### config.mk
export PLATFORM = sky130hd
export DESIGN_NAME = prt_ram
export DESIGN_NICKNAME = d
export VERILOG_FILES = /design/src/rtl/prt_ram.sv
export SDC_FILE = /design/constraint.sdc
export NUM_CORES = 1
export LEC_CHECK = 0
export BUFFER_PORTS_ARGS = -buffer_cell sky130_fd_sc_hd__buf_2
export CORE_UTILIZATION = 45
export DETAILED_ROUTE_END_ITERATION = 12
export GPL_TIMING_DRIVEN = 0
export MAX_ROUTING_LAYER = met4
export PLACE_DENSITY = 0.74
export SLEW_MARGIN = 20
export SYNTH_ARGS = -nofsm -noshare
export SYNTH_HDL_FRONTEND = slang
export SYNTH_SLANG_ARGS = --single-unit
### constraint.sdc
create_clock -name clock -period 2.2 [get_ports clock]
set_clock_uncertainty 0.05 [all_clocks]
set_input_delay 0.33 -clock clock [delete_from_list [all_inputs] [get_ports clock]]
set_output_delay 0.33 -clock clock [all_outputs]
set_load 0.01 [all_outputs]
### src/rtl/prt_ram.sv
module prt_ram #(
   parameter int WIDTH = 8,
   parameter int DEPTH = 16
) (
   input  logic                     clock,
   input  logic                     we,
   input  logic [$clog2(DEPTH)-1:0] waddr,
   input  logic [WIDTH-1:0]         wdata,
   input  logic [$clog2(DEPTH)-1:0] raddr,
   output logic [WIDTH-1:0]         rdata
);

   logic [WIDTH-1:0] mem_ff [DEPTH];
   logic [WIDTH-1:0] rdata_ff;

   always_ff @(posedge clock) begin
      if (we) begin
         mem_ff[waddr] <= wdata;
      end
      rdata_ff <= mem_ff[raddr];
   end

   assign rdata = rdata_ff;

endmodule

# ---- Yosys cells after proc, flatten, opt, wreduce, memory -nomap -nowiden
# Memories as Yosys holds them, arrays and structs flattened. A register that Yosys moved wholly into a read port is not among the register bits.
# Index checks and enable logic that the tools add are counted.
dict set report classes {
  n_mux 2
}
# op count
set ops {}
lappend ops {{1-bit two-way mux} 2}
dict set report totals {
  out_inout_bits 8
  inputBits 18
  ramBits 128
  n_memories 1
  ff_bits 0
  wordCells 3
}
# name depth width rd rd_ports_with_merged_regs write_ports line_no
set mem_list {}
lappend mem_list {mem_ff 16 8 1 1 1 13} ;# logic [WIDTH-1:0] mem_ff [DEPTH];

# ---- Logic depth before layout (Yosys ltp)
dict set report depth {
  depth_word 2
  depth_mapped 5
  ltp_nobuf 3
}

# ---- Worst setup path before layout
# No wires, ideal clock.
dict set report synth_path {
  kind {in2reg}
  from {input port waddr[2]}
  to {memory mem_ff[0][0] (enable)}
  path_stages 2
  path_slack_ns 0.327
  path_buffers 0
  arrival_ns 1.440
  required_ns 1.767
  setup_ns 0.383
  cell_sequence {or3b_2 nor3_1}
}
# element line_no
set synth_lines {}
lappend synth_lines {{start: declaration} 7} ;# input logic [$clog2(DEPTH)-1:0] waddr,
lappend synth_lines {{end: declaration} 13}
# No word-level cell before the write port.

# ---- Worst setup path after layout
dict set report layout_path {
  from {input port waddr[2]}
  to {memory mem_ff[2][5] (enable)}
}
# No word-level cell before the write port.

==> impl_metrics.env <==
export IMPL_period_minus_slack_ns=1.63
export IMPL_yosys_area_top_type_share_pct=74.7
export IMPL_syn_area_per_cell_um2=22.5
export IMPL_grt_usage_pct=19.0
export IMPL_end_kind="flop"
export IMPL_place_ws_ns=0.121
export IMPL_reg2reg_depth=3
export IMPL_die_x_um=109
export IMPL_synthesis_area_um2=5150
export IMPL_vias=2414
export IMPL_fp_row_count=38
export IMPL_cpPeakStageDelay_ns=0.64
export IMPL_endpoint="mem_ff[2][5]"
export IMPL_drt_wirelength_per_cell_um=23.2
export IMPL_hold_violations=0
export IMPL_hpwl_um=5910
export IMPL_synth_warnings=0
export IMPL_routed_wl_um=9870
export IMPL_clk_pin_slew_ns=0.06
export IMPL_p_switching_mw=1.24
export IMPL_relSlewSlack_pct=46.0
export IMPL_crit_type="primary input to flop"
export IMPL_final_common_cell="edfxtp_1"
export IMPL_power_leakage_nw=2.05
export IMPL_finalCritPeriodShare_pct=74.3
export IMPL_grt_setup_unrepaired="no"
export IMPL_grt_pass1_wl_um=14800
export IMPL_dieHeight_um=109
export IMPL_start_util_pct=46.9
export IMPL_antenna_cells=0
export IMPL_final_cell_mix="edfxtp_1 (128), buf_2 (27), mux4_2 (18)"
export IMPL_cp_arrival_ns=1.62
export IMPL_cts_sinks=136
export IMPL_path_depth=3
export IMPL_syn_nets=247
export IMPL_power_internal_mw=5.03
export IMPL_synth_cells=229
export IMPL_cts_root_buf="clkbuf_16"
export IMPL_drc_errors=0
export IMPL_port_buffers=24
export IMPL_overflow=0
export IMPL_nNetsFinal=290
export IMPL_seq_area_frac_synth_pct=77.8
export IMPL_critical_path_buf_inv_count=1
export IMPL_status="completed"
export IMPL_p_seq_share_pct=46.4
export IMPL_post_dp_cell_area_um2=5460
export IMPL_routed_via_density=5.68
export IMPL_clock_path_buffers=2
export IMPL_cap_viol_max_count=0
export IMPL_ios=26
export IMPL_ys_seq_elements=136
export IMPL_die_area_um2=11900
export IMPL_power_share_clock_pct=49.0
export IMPL_cp_slowest_cell="nor2_1"
export IMPL_gp_congestion=0.751
export IMPL_cts_max_level=4
export IMPL_tritoncts="yes"
export IMPL_tightest_slew_ns=0.807
export IMPL_coreArea_um2=11000
export IMPL_peakVddDrop_v=0.000872
export IMPL_postCtsSetupRepairBufs=0
export IMPL_reg2reg_from="mem_ff[1][0]"
export IMPL_ys_types=19
export IMPL_worstSetupStartpointType="primary input"
export IMPL_hold_path_class="primary input to flop"
export IMPL_power_density_nw_per_um2=1030
export IMPL_critPathRequiredTime_ns=2.18
export IMPL_cts_resized_gates=0
export IMPL_crit_fanout=8
export IMPL_drtPass1Iterations=4
export IMPL_antenna_found_initial=0
export IMPL_drv_slew=0
export IMPL_path_delay_family="simple AND/OR/NAND/NOR gates"
export IMPL_ant_nets=0
export IMPL_cts_hold_buf=0
export IMPL_fmax_mhz=612
export IMPL_cp_cell_sequence="buf_2, or3b_2, nor2_1"
export IMPL_syn2layout_area_growth_pct=18.8
export IMPL_reg2reg_slack_ns=0.70
export IMPL_synth_area_leader_cell="edfxtp_1"
export IMPL_p_sw_share_pct=19.8
export IMPL_synth_area_leaders="edfxtp_1 (75%), mux4_2 (7.9%), mux4_1 (7.1%)"
export IMPL_grt_max_degree=17
export IMPL_drive_gt1_share_pct=31.2
export IMPL_clk_latency_ns=0.41
export IMPL_drt_initial_drc_count=185
export IMPL_finalSetupViolCount=0
export IMPL_p_comb_share_pct=4.5
export IMPL_critPathLaunch="waddr[2]"
export IMPL_postLayoutCellArea_um2=6110
export IMPL_cts_inserted_buffers=17
export IMPL_r2r_end="rdata[0]"
export IMPL_grt_pass1_vias=2416
export IMPL_worst_slack_ns=0.566
[registers in the layout (all words and copies together) (netlist names)]
| name | count |
|---|---|
| mem_ff | 128 |
| rdata | 8 |
[cell families (layout without fill, tap and decap cells)]
| group | count (synthesis) | in the layout | share of synthesized area [%] |
|---|---|---|---|
| AND/OR/NAND/NOR | 35 | 35 | 3.18 |
| buffers and inverters | 10 | 66 | 1.68 |
| multiplexers | 32 | 32 | 15.0 |
| AO/OA/AOI/OAI | 16 | 16 | 2.33 |
| flip-flops | 136 | 136 | 77.8 |
[per-layer routing]
metal / GRT usage [%] / wire (um) / vias up
met4: 8.01 / 175 / 0
met3: 4.72 / 598 / 13
li1: - / - / 1061
met5: - / 0 / -
met2: 27.7 / 4690 / 86
met1: 25.6 / 4400 / 1254
[power by group through the flow]
stage / sequential, mW / combinational [mW] / clock (mW)
2_1_floorplan: 2.97 / 0.147 / 0
3_3_place_gp: 2.96 / 0.273 / 0
3_5_place_dp: 2.96 / 0.281 / 0
4_1_cts: 2.91 / 0.284 / 3.10
5_1_grt: 2.92 / 0.302 / 3.22
6_report: 2.91 / 0.283 / 3.07
[worst min-delay path by stage]
stage | end | startpoint | slack, ns | depth (start not counted)
4_1_cts | mem_ff[12][6] | wdata[6] | 0.26 | 1
3_3_place_gp | rdata[7] | mem_ff[10][7] | 0.62 | 3
5_1_grt | mem_ff[9][1] | wdata[1] | 0.27 | 1
6_report | mem_ff[13][6] | wdata[6] | 0.27 | 1
3_5_place_dp | rdata[7] | mem_ff[10][7] | 0.63 | 3
2_1_floorplan | mem_ff[0][0] | wdata[0] | 0.38 | 0
[area by class of cell]
cell class                 instances  area, um2
timing repair buffer              24        120
tap                              140        175
fill                             792       4870
clock buffer                      17        425
multi-input combinational         83       1080
clock inverter                    15        225
sequential                       136       4000
buffer                            10       86.3
[cells in the mapped netlist]
cell / instances
edfxtp_1: 128
mux4_2: 18
a22oi_1: 16
mux4_1: 14
nor2_1: 13
nand2_1: 9
dfxtp_1: 8
nor3_1: 4
buf_2: 3
buf_6: 3
clkdlybuf4s25_2: 3
nand2b_1: 2
nand3b_1: 2
and2_1: 1
and2b_1: 1
buf_4: 1
nand3_1: 1
nor2b_1: 1
or3b_2: 1
[per-stage QoR]
stage | hold slack [ns] | TNS [ns] | total power, mW | util (%) | cells
6_report | 0.269 | 0 | 6.27 | 55.7 | 425
5_1_grt | 0.272 | 0 | 6.44 | 55.7 | 425
4_1_cts | 0.261 | 0 | 6.30 | 55.7 | 425
3_5_place_dp | 0.627 | 0 | 3.25 | 49.7 | 393
3_3_place_gp | 0.618 | -1.60 | 3.23 | 49.6 | 393
2_1_floorplan | 0.379 | 0 | 3.12 | - | 229
No activity file was read; power rests on OpenSTA's default activity.
