`src/rtl/prt_pkg.sv`:
```
package prt_pkg;

   localparam int STAMP_BITS = 32;
   localparam int FIELD_BITS = 16;
   localparam int EXP_BITS   = 11;
   localparam int REQ_TDATA_BITS = 48;
   localparam int REQ_TUSER_BITS = 4;
   localparam int RSP_TDATA_BITS = 64;
   localparam int RSP_TUSER_BITS = 4;

   localparam logic [STAMP_BITS-1:0] TIMEOUT_RESET = 32'd1000;
   localparam logic [EXP_BITS-1:0]   EXP_MAX       = 11'h7FF;

   typedef enum logic [1:0] {
      RK_FORWARD = 2'd0,
      RK_REPLY   = 2'd1,
      RK_TICK    = 2'd2,
      RK_SWEEP   = 2'd3
   } req_kind_type;

   typedef enum logic [3:0] {
      ST_FORWARDED  = 4'd0,
      ST_NOT_QUERY  = 4'd1,
      ST_FIFO_FULL  = 4'd2,
      ST_SERVED     = 4'd3,
      ST_LATE       = 4'd4,
      ST_UNKNOWN_ID = 4'd5,
      ST_BAD_REPLY  = 4'd6,
      ST_TICKED     = 4'd7,
      ST_SWEPT      = 4'd8
   } status_type;

   typedef struct packed {
      logic [EXP_BITS-1:0]   expired;
      logic [FIELD_BITS-1:0] client_tag;
      logic [FIELD_BITS-1:0] client_id;
      logic [FIELD_BITS-1:0] our_id;
      status_type            status;
   } result_type;

endpackage

```
`src/rtl/prt_age_cmp.sv`:
```
module prt_age_cmp (
   input  logic [prt_pkg::STAMP_BITS-1:0] time_now,
   input  logic [prt_pkg::STAMP_BITS-1:0] stamp,
   input  logic [prt_pkg::STAMP_BITS-1:0] timeout,
   output logic                           expired
);

   logic [prt_pkg::STAMP_BITS-1:0] age;

   // age wraps modulo 2^32 along with the time counter
   assign age     = time_now - stamp;
   assign expired = (age >= timeout);

endmodule

```
`config.mk`:
```
export PLATFORM = sky130hd
export DESIGN_NAME = prt_age_cmp
export DESIGN_NICKNAME = d
export VERILOG_FILES = /design/src/rtl/prt_pkg.sv /design/src/rtl/prt_age_cmp.sv
export SDC_FILE = /design/constraint.sdc
export NUM_CORES = 1
export LEC_CHECK = 0
export BUFFER_PORTS_ARGS = -buffer_cell sky130_fd_sc_hd__buf_2
export CORE_MARGIN = 10
export CORE_UTILIZATION = 57
export DETAILED_ROUTE_END_ITERATION = 7
export GPL_TIMING_DRIVEN = 0
export PLACE_DENSITY = 0.95
export SLEW_MARGIN = 20
export SYNTH_ARGS = -nofsm -noshare
export SYNTH_HDL_FRONTEND = slang
export SYNTH_SLANG_ARGS = --single-unit
```
`constraint.sdc`:
```
create_clock -name vclk -period 7
set_clock_uncertainty 0.2 [all_clocks]
set_input_delay 0.7 -clock vclk [all_inputs]
set_output_delay 0.7 -clock vclk [all_outputs]
set_load 0.02 [all_outputs]
```
# Word level (Yosys, flattened, before mapping)
# Cells that the tools add are included.
[classes]
n_addsub = 1
order_cmp = 1
[op_table]
columns = ["op", "n"]
rows = [
  [">= comparator 32 bit", 1],
  ["subtractor 32 bit", 1],
]
[totals]
register_bits = 0
output_inout_bits = 1

# Depth between registers and ports, before layout
[depth]
ltp_word = 2
depth_mapped = 17
ltp_nobuf = 17

# Worst setup path after synthesis
# OpenSTA, ideal clock, no wires.
[synth_path]
kind = "input port to output port"
from = "input port time_now[0] in the netlist's numbering"
to = "output port expired"
arrival_ps = 3702
required_ps = 6100
slack_ps = 2398
path_stages = 16
path_buffers = 0
path_cell_list = "inv_1 -> ha_1 -> inv_1 -> fa_1 -> a21o_1 -> a221oi_2 -> o21ai_2 -> a311oi_4 -> o41ai_1 -> a31oi_1 -> xnor2_1 -> ha_1 -> nand4_1 -> a2111oi_0 -> o31ai_1 -> o211ai_1"
[synth_via]
elab_chain_cells = 2
[synth_lines]
columns = ["element", "line", "rtl"]
rows = [
  ["from (decl)", "prt_age_cmp.sv:2", "input logic [prt_pkg::STAMP_BITS-1:0] time_now,"],
  ["subtractor 32 bit", "prt_age_cmp.sv:11", "assign age = time_now - stamp;"],
  [">= comparator 32 bit", "prt_age_cmp.sv:12", "assign expired = (age >= timeout);"],
  ["to (decl)", "prt_age_cmp.sv:5", "output logic expired"],
]
# Every way passes these cells.

# Worst setup path in the final report
[layout_path]
from = "input port stamp[1] in the netlist's numbering"
to = "output port expired"
[layout_via]
elab_chain_cells = 2
[layout_lines]
columns = ["element", "line", "rtl"]
rows = [
  ["from (decl)", "prt_age_cmp.sv:3", "input logic [prt_pkg::STAMP_BITS-1:0] stamp,"],
  ["subtractor 32 bit", "prt_age_cmp.sv:11", ""],
  [">= comparator 32 bit", "prt_age_cmp.sv:12", ""],
]
# Every way passes these cells.

==> metrics <==
outcome=complete, no violations; Slew @ Worst Pin=460 ps; Initial Utilization=0.598; core area=4410 µm²; via count=3045; layout cell share with drive strength beyond 1=0.236; clock buf count=0; first-pass GRT wire length=12300 µm; Iteration-0 DRC Markers=172; Min-Delay Path Class=in -> out; gr usage total=0.181; FF+latch count=0; IO Port Bufs=97; Cell variety after synth=50; relative slew slack=0.691; Ant. Diodes=0; clock group share of total power=0; Placer Congestion=0.940; Pint=144 µW; synth top area cells=ha_1 30%, inv_1 9.1%, a21o_1 8.5%, a21oi_1 7.6%, xnor2_1 5.3%; PD cells=98.0 nW/µm²; setup repair bufs after CTS=0; Mean Syn Cell Area=7.06 µm²; Worst EP arrival=4390 ps; vias in the first global route=2984; Ys Warns=0; drt total wl=7680 µm; DRT antenna net count=0; DRC viols=0; Initial DRT Pass Iterations=5; Wirelength per Cell=14.7 µm; Max VDD drop=0.0464 mV; Critical Path RT=6100 ps; Max Clock Freq=0.189 GHz; critical path class=in -> out; Final min period=5290 ps; number of cell rows=24; Die X=88.1 µm; RSZ-0062 raised after global routing=false; largest net degree at the start of global routing=11; initial antenna violation count=0; total of max-cap violations=0; register area=0 µm²; Startpoint Class=primary input; setup_tns=0 ps; top cell type's share of synthesized area=0.298; Final nets=633; count of pins over their slew limit=0; period utilization=0.755; Leakage=0.00189 µW; Sequential Power Share=0; cts hold-fix bufs=0; DIE HEIGHT=88.1 µm; final setup vio count=0; crit path max fanout=5; Seq/Total Area, Yosys=0; detailed placement HPWL=6870 µm; boundary pin count=97; Switching Power=169 µW; Area growth syn-to-layout=20.8%; Synth Cell Area=2640 µm²; Syn Inst Count=374; cell taking the most area after synthesis=ha_1; switch share=0.541; Final Hold Violating Endpoints=0; WHS=1780 ps; Critical Path Sink Type=output pin; Comb power frac=1.000; Vias/cell=5.82; Synth Net Count=534; die area=7760 µm²; PostCTS Resize Cnt=0; total gr overflow=0
-- through the flow --
stage | instances | area, µm² | worst slack (ps) | total power [µW] | utilization
after floorplan | 374 | 2640 | 2400 | 224 | -
after global placement | 523 | 3190 | 1880 | 290 | 0.723
after detailed placement | 523 | 3190 | 1770 | 306 | 0.723
after CTS | 523 | 3190 | 1770 | 308 | 0.723
after global routing | 523 | 3190 | 1450 | 347 | 0.723
final | 523 | 3190 | 1710 | 313 | 0.723
-- per-layer routing --
| metal | GRT usage | vias to the layer above | share of wire |
|---|---|---|---|
| met5 | 0 | - | 0 |
| met4 | 0.0328 | 0 | 0.016 |
| li1 | - | 1546 | - |
| met3 | 0.0269 | 16 | 0.080 |
| met2 | 0.348 | 121 | 0.51 |
| met1 | 0.206 | 1362 | 0.40 |
-- synth_stat cells, types with 3 or more instances --
library cell and number:
nor2_1 11, xnor2_1 16, o31ai_1 4, a21o_1 30, ha_1 63, o21ai_0 8
nand2b_1 3, inv_1 64, nor3_1 4, nand3_1 8, xor2_1 13, nor2b_1 3
o21ai_1 4, o211ai_1 3, clkbuf_1 6, nand4_1 14, buf_2 6, and3_1 5
a21oi_1 40, a311oi_1 3, or3_1 3, a31oi_1 6, o21a_1 4, nand2_1 20
-- cell usage in the layout (no fill, tap or decap), types with 2 or more instances in the layout --
| cell | count |
|---|---|
| nor2_1 | 11 |
| a311oi_1 | 3 |
| buf_2 | 103 |
| or3_1 | 3 |
| clkbuf_1 | 6 |
| nand4_1 | 14 |
| nor3b_1 | 2 |
| xnor2_1 | 16 |
| o21a_1 | 4 |
| and3_1 | 5 |
| nand2b_1 | 3 |
| a31oi_1 | 6 |
| o211ai_1 | 3 |
| a211oi_1 | 2 |
| xor2_1 | 13 |
| o31ai_1 | 4 |
| nor2b_1 | 3 |
| inv_1 | 64 |
| o21ai_0 | 8 |
| a21oi_1 | 40 |
| a21o_1 | 30 |
| nor3_1 | 4 |
| o2111ai_1 | 2 |
| ha_1 | 63 |
| o21ai_1 | 4 |
| nand3_1 | 8 |
| and2_1 | 2 |
| nor4b_1 | 2 |
| nand2_1 | 20 |
| and4_1 | 2 |
| or4b_1 | 2 |
-- final timing paths --
path / from / to / slack, ps / cells past startpoint
worst max-delay path: stamp[1] / expired / 1710 / 18
worst min-delay path: timeout[31] / expired / 1780 / 6
-- power groups by stage --
stage | Clock, µW | Combinational [µW] | Sequential (µW)
floorplan | 0 | 224 | 0
global placement | 0 | 290 | 0
detailed placement | 0 | 306 | 0
CTS | 0 | 308 | 0
global route | 0 | 347 | 0
finish | 0 | 313 | 0
-- kinds of logic after synthesis --
kind of cell    after synthesis  share of synthesized area
compound gates              121                      0.313
simple gates                 83                      0.170
buf+inv                      76                      0.111
fa+ha+maj                    64                      0.306
xor+xnor                     29                     0.0962
mux                           1                    0.00426
-- critical path: stages --
cell	delay, ps
buf_2	70
inv_1	50
ha_1	260
nor2b_1	180
o2111ai_1	180
a21oi_1	320
o2111ai_1	130
a21oi_1	430
nor3b_1	110
a311oi_1	410
ha_1	340
a21o_1	180
a21o_1	180
a21oi_1	200
nand2_1	70
o31ai_1	270
o211ai_1	120
buf_2	180
-- layout make-up --
type / count / area [µm²]
Inverter: 64 / 240
Multi-Input combinational cell: 298 / 2350
Tap cell: 52 / 65.1
Buffer: 12 / 52.6
Timing Repair Buffer: 97 / 485
Fill cell: 340 / 1220
No activity file was read; power rests on OpenSTA's default activity.
